===== config.mk =====
export PLATFORM = sky130hd
export DESIGN_NAME = csrmv_ctrl
export DESIGN_NICKNAME = d
export VERILOG_FILES = /design/src/rtl/csrmv_pkg.sv /design/src/rtl/csrmv_ctrl.sv
export SDC_FILE = /design/constraint.sdc
export NUM_CORES = 1
export LEC_CHECK = 0
export ABC_AREA = 1
export BUFFER_PORTS_ARGS = -buffer_cell sky130_fd_sc_hd__clkbuf_2
export CORE_AREA = 5 5 42 44
export CTS_BUF_LIST = sky130_fd_sc_hd__clkbuf_8
export DETAILED_ROUTE_END_ITERATION = 10
export DIE_AREA = 0 0 47 49
export PLACE_DENSITY = 0.6
export SLEW_MARGIN = 20
export SYNTH_ARGS = -nofsm -noshare
export SYNTH_HDL_FRONTEND = slang
export SYNTH_SLANG_ARGS = --single-unit

===== constraint.sdc =====
create_clock -name clk_i -period 1.21 [get_ports clk_i]
set_input_delay 0.121 -clock clk_i [delete_from_list [all_inputs] [get_ports clk_i]]
set_output_delay 0.121 -clock clk_i [all_outputs]
set_load 0.1 [all_outputs]

===== src/rtl/csrmv_pkg.sv =====
// ----------------------------------------------------------------------------
// csrmv_pkg: shared types and constants for the CSR sparse mat-vec core
// Field widths, request type codes, controller/datapath command and status.
// ----------------------------------------------------------------------------
package csrmv_pkg;

  localparam int unsigned TypeW = 2;
  localparam int unsigned ColW  = 10;
  localparam int unsigned RowW  = 16;
  localparam int unsigned ValW  = 32;
  localparam int unsigned SumW  = 64;

  typedef logic [TypeW-1:0] req_type_t;

  localparam req_type_t REQ_LOAD    = 2'd0;
  localparam req_type_t REQ_NONZERO = 2'd1;
  localparam req_type_t REQ_FLUSH   = 2'd2;

  // controller -> datapath
  typedef struct packed {
    logic cap;       // capture request, read vector store
    logic wr;        // write vector store (load request)
    logic mul;       // register the product
    logic acc_add;   // add product into the open row
    logic acc_open;  // open a new row with the product
    logic emit;      // move the open row into the output register
    logic clear;     // close the row, zero the sum
  } cmd_t;

  // datapath -> controller
  typedef struct packed {
    req_type_t req_type;   // type of the request at the port
    logic      row_ok;     // port row below the row limit
    logic      row_open;
    logic      row_match;  // captured row equals the open row
    logic      out_free;   // output register can take a result now
  } stat_t;

endpackage


===== src/rtl/csrmv_ctrl.sv =====
// ----------------------------------------------------------------------------
// csrmv_ctrl: request sequencer of the CSR sparse mat-vec core
// One request at a time: load, nonzero (read, multiply, accumulate), flush.
// ----------------------------------------------------------------------------
module csrmv_ctrl (
  input  logic              clk_i,
  input  logic              rst_ni,
  input  logic              in_valid_i,
  output logic              in_ready_o,
  input  csrmv_pkg::stat_t  stat_i,
  output csrmv_pkg::cmd_t   cmd_o
);

  typedef enum logic [3:0] {
    S_IDLE  = 4'b0001,
    S_MUL   = 4'b0010,
    S_ACC   = 4'b0100,
    S_FLUSH = 4'b1000
  } state_e;

  state_e state_q, state_d;
  logic   accept;

  assign in_ready_o = (state_q == S_IDLE);
  assign accept     = in_valid_i && in_ready_o;

  always_comb begin
    cmd_o   = '0;
    state_d = state_q;
    unique case (state_q)
      S_IDLE: begin
        if (accept) begin
          cmd_o.cap = 1'b1;
          unique case (stat_i.req_type)
            csrmv_pkg::REQ_LOAD: begin
              cmd_o.wr = 1'b1;
            end
            csrmv_pkg::REQ_NONZERO: begin
              if (stat_i.row_ok) begin
                state_d = S_MUL;
              end
            end
            csrmv_pkg::REQ_FLUSH: begin
              state_d = S_FLUSH;
            end
            default: ;  // reserved type, dropped
          endcase
        end
      end
      S_MUL: begin
        cmd_o.mul = 1'b1;
        state_d   = S_ACC;
      end
      S_ACC: begin
        if (stat_i.row_open && stat_i.row_match) begin
          cmd_o.acc_add = 1'b1;
          state_d       = S_IDLE;
        end else if (!stat_i.row_open) begin
          cmd_o.acc_open = 1'b1;
          state_d        = S_IDLE;
        end else if (stat_i.out_free) begin
          // row changed: ship the finished row, open the new one
          cmd_o.emit     = 1'b1;
          cmd_o.acc_open = 1'b1;
          state_d        = S_IDLE;
        end
      end
      S_FLUSH: begin
        if (!stat_i.row_open) begin
          cmd_o.clear = 1'b1;
          state_d     = S_IDLE;
        end else if (stat_i.out_free) begin
          cmd_o.emit  = 1'b1;
          cmd_o.clear = 1'b1;
          state_d     = S_IDLE;
        end
      end
      default: begin
        state_d = S_IDLE;
      end
    endcase
  end

  always_ff @(posedge clk_i or negedge rst_ni) begin
    if (!rst_ni) begin
      state_q <= S_IDLE;
    end else begin
      state_q <= state_d;
    end
  end

endmodule


==> impl_metrics.yaml <==
outcome:
  status: "complete, but fails checks"
  violations: "negative setup slack"
logic_synthesis:
  synth_most_common_cell: "nand2_1"
  synth_top_area_cell: "dfrtp_1"
  netlist_area_um2: 388
  synth_cells: 61
  yosysUniqueCellTypes: 17
  synth_top_area_share_pct: 19.4
  synth_warnings: 0
  synth_edf_count: 0
  avgSynthCellArea_um2: 6.36
  synth_top_cells_by_count: "nand2_1 (15), inv_1 (11), nor2_1 (10)"
  ys_seq_elements: 4
  synthFlopType: "dfrtp_1"
  seq_area_frac_synth_pct: 26.1
  async_flop_share_pct: 100
  synth_nets: 70
  synth.area.top_cells: "dfrtp_1 (19%), nand2_1 (15%), inv_1 (11%), nor2_1 (9.7%), dfstp_2 (6.8%)"
timing:
  setup-tns-final_ns: -2.16
  rsz0062_at_grt: "true"
  slew_headroom_pct: 80.7
  layout_setup_ws_ns: -0.292
  drv_slew: 0
  period_share_pct: 124
  fin_crit_ns: 1.50
  hold_viol: 0
  whs_ns: 0.199
  clock.fmax_mhz: 666
  setup_viol: 11
  fin_skew_ns: 0.00892
  worst_slew_pin_slew_ns: 0.288
power_and_ir_drop:
  power_frac_seq_pct: 16.6
  p_clk_share_pct: 28.6
  combPwrFrac_pct: 54.9
  total_leakage_power_nw: 0.449
  powerDensity_nw_per_um2: 1210
  switchingPower_uw: 415
  peakVddDrop_uv: 1020
  p_int_uw: 605
  switching_share_pct: 40.7
critical_path:
  path_class: "reg -> out"
  slowest_stage: "dfrtp_1"
  worst_setup_path_start_kind: "flop"
  arrival_ns: 1.38
  reg2reg_depth: 9
  critical_path_required_ns: 1.09
  cpPeakStageDelay_ns: 0.39
  crit_chain: "nor2_2 > inv_2 > nor2_8 > nand2_4 > buf_4 > inv_4 > buf_12"
  crit_path_end_kind: "output pin"
  worst-path-max-fanout: 2
layout:
  multi_input_area_um2: 305
  regArea_um2: 101
  top_regs: "state_q (4)"
  fin_nets: 105
  layout-drive-gt1-share_pct: 61.1
  top_register: "state_q"
  diodes: 0
  synthToLayoutAreaGrowth_pct: 118
  post-route-util_pct: 60.4
  largest_register_ffs: 4
  n_fill_cell: 125
routing:
  drtAntennaViolNets: 0
  vias_per_cell: 4.24
  wl_per_cell_um: 9.75
  routed_wl_um: 1080
  drt_first_pass_iters: 2
  vias: 471
  drt-initial-drc-count: 6
  drc: 0
grt:
  antenna_found_initial: 0
  grt_pass1_vias: 464
  grt_max_degree: 7
  grt_first_pass_wirelength_um: 1860
  gr-total-overflow: 0
  gr-usage-all-layers_pct: 10.9
worst_hold_path:
  hold_class: "in -> reg"
  hold_depth: 4
floorplan:
  num_io_pins: 17
  rows: 14
  initial_core_util_pct: 27.7
  die_w_um: 47
  die_h_um: 49
  coreArea_um2: 1400
  dieArea_um2: 2300
place:
  dp_slack_ns: -0.111
  globalplace.congestion: 0.719
  port_buffers: 16
  dp_hpwl_um: 801
cts:
  cts_tree: "yes"
  clk_latency_ns: 0.22
  clk_path_buf_depth: 2
  cts-root-buf: "clkbuf_8"
  htree_levels: 1
  clock-sinks: 4
  clk_pin_slew_ns: 0.04
  cts_made_buffers: 3
job:
  cap_violations: 0
per-stage QoR:
step	instances	cell area [µm²]	total power, mW
floorplan	61	430	0.462
global placement	97	681	0.618
detailed placement	97	681	0.621
CTS	106	797	0.944
global route	111	846	1.08
finish	111	846	1.02
layout make-up:
class	count	share of cell area, %
clock inverter	1	0.444
sequential	4	12.0
tap	16	2.37
clock buffer	3	4.88
multi-input combinational	43	36.1
inverter	14	6.95
timing repair buffer	30	37.3
critical path, delay by kind of cell, from the launching register on:
| family | cells | cell delay (ns) |
|---|---|---|
| buffers and inverters | 4 | 0.43 |
| flip-flops | 1 | 0.39 |
| AND/OR/NAND/NOR | 3 | 0.34 |
layer usage:
| metal | track usage [%] | wire [µm] |
|---|---|---|
| met1 | 12.2 | 416 |
| met2 | 17.4 | 622 |
| met3 | 3.69 | 43 |
| met4 | 5.53 | 0 |
| met5 | 0 | 0 |
repair_timing:
item / in CTS / in global routing
resized for setup: 8 / 6
hold endpoints to repair: 4 / 0
hold buffers: 1 / 0
setup buffers: 4 / 7
endpoints found under the setup margin: 8 / 11
pin swaps: 6 / 4
final timing paths:
check | start | endpoint | slack, ns
setup / recovery | state_q[2] | cmd_o[6] | -0.29
hold / removal | stat_i[1] | state_q[2] | 0.20
setup reg to reg | state_q[2] | state_q[0] | -0.12
hold reg to reg | state_q[3] | state_q[3] | 0.65
max in group asynchronous | rst_ni | state_q[0] | 0.75
min in group asynchronous | rst_ni | state_q[3] | 0.24
power by group through the flow:
stage | clock network [mW] | registers (mW) | logic, mW
after CTS | 0.295 | 0.169 | 0.480
after global placement | 0 | 0.167 | 0.451
final | 0.291 | 0.169 | 0.559
after floorplan | 0 | 0.167 | 0.296
after global routing | 0.316 | 0.171 | 0.592
after detailed placement | 0 | 0.167 | 0.453
layout by cell type, fill, tap and decap left out, drive strengths merged:
cell type / synthesis / routed
dfstp: 1 / 1
a21oi: 1 / 1
nand3: 4 / 4
nor2: 15 / 15
nand4: 1 / 1
nand2: 19 / 19
inv: 14 / 14
dfrtp: 3 / 3
buf: 0 / 21
o21ai: 1 / 1
clkinvlp: 0 / 1
nor3: 2 / 2
clkbuf: 0 / 11
dlygate4sd3: 0 / 1
cells by family after synthesis:
logic type	after synthesis	share of synthesized area, %
AO/OA/AOI/OAI	2	3.55
AND/OR/NAND/NOR	41	56.8
flip-flops	4	26.1
buffers and inverters	14	13.5
No activity file was read; power rests on OpenSTA's default activity.
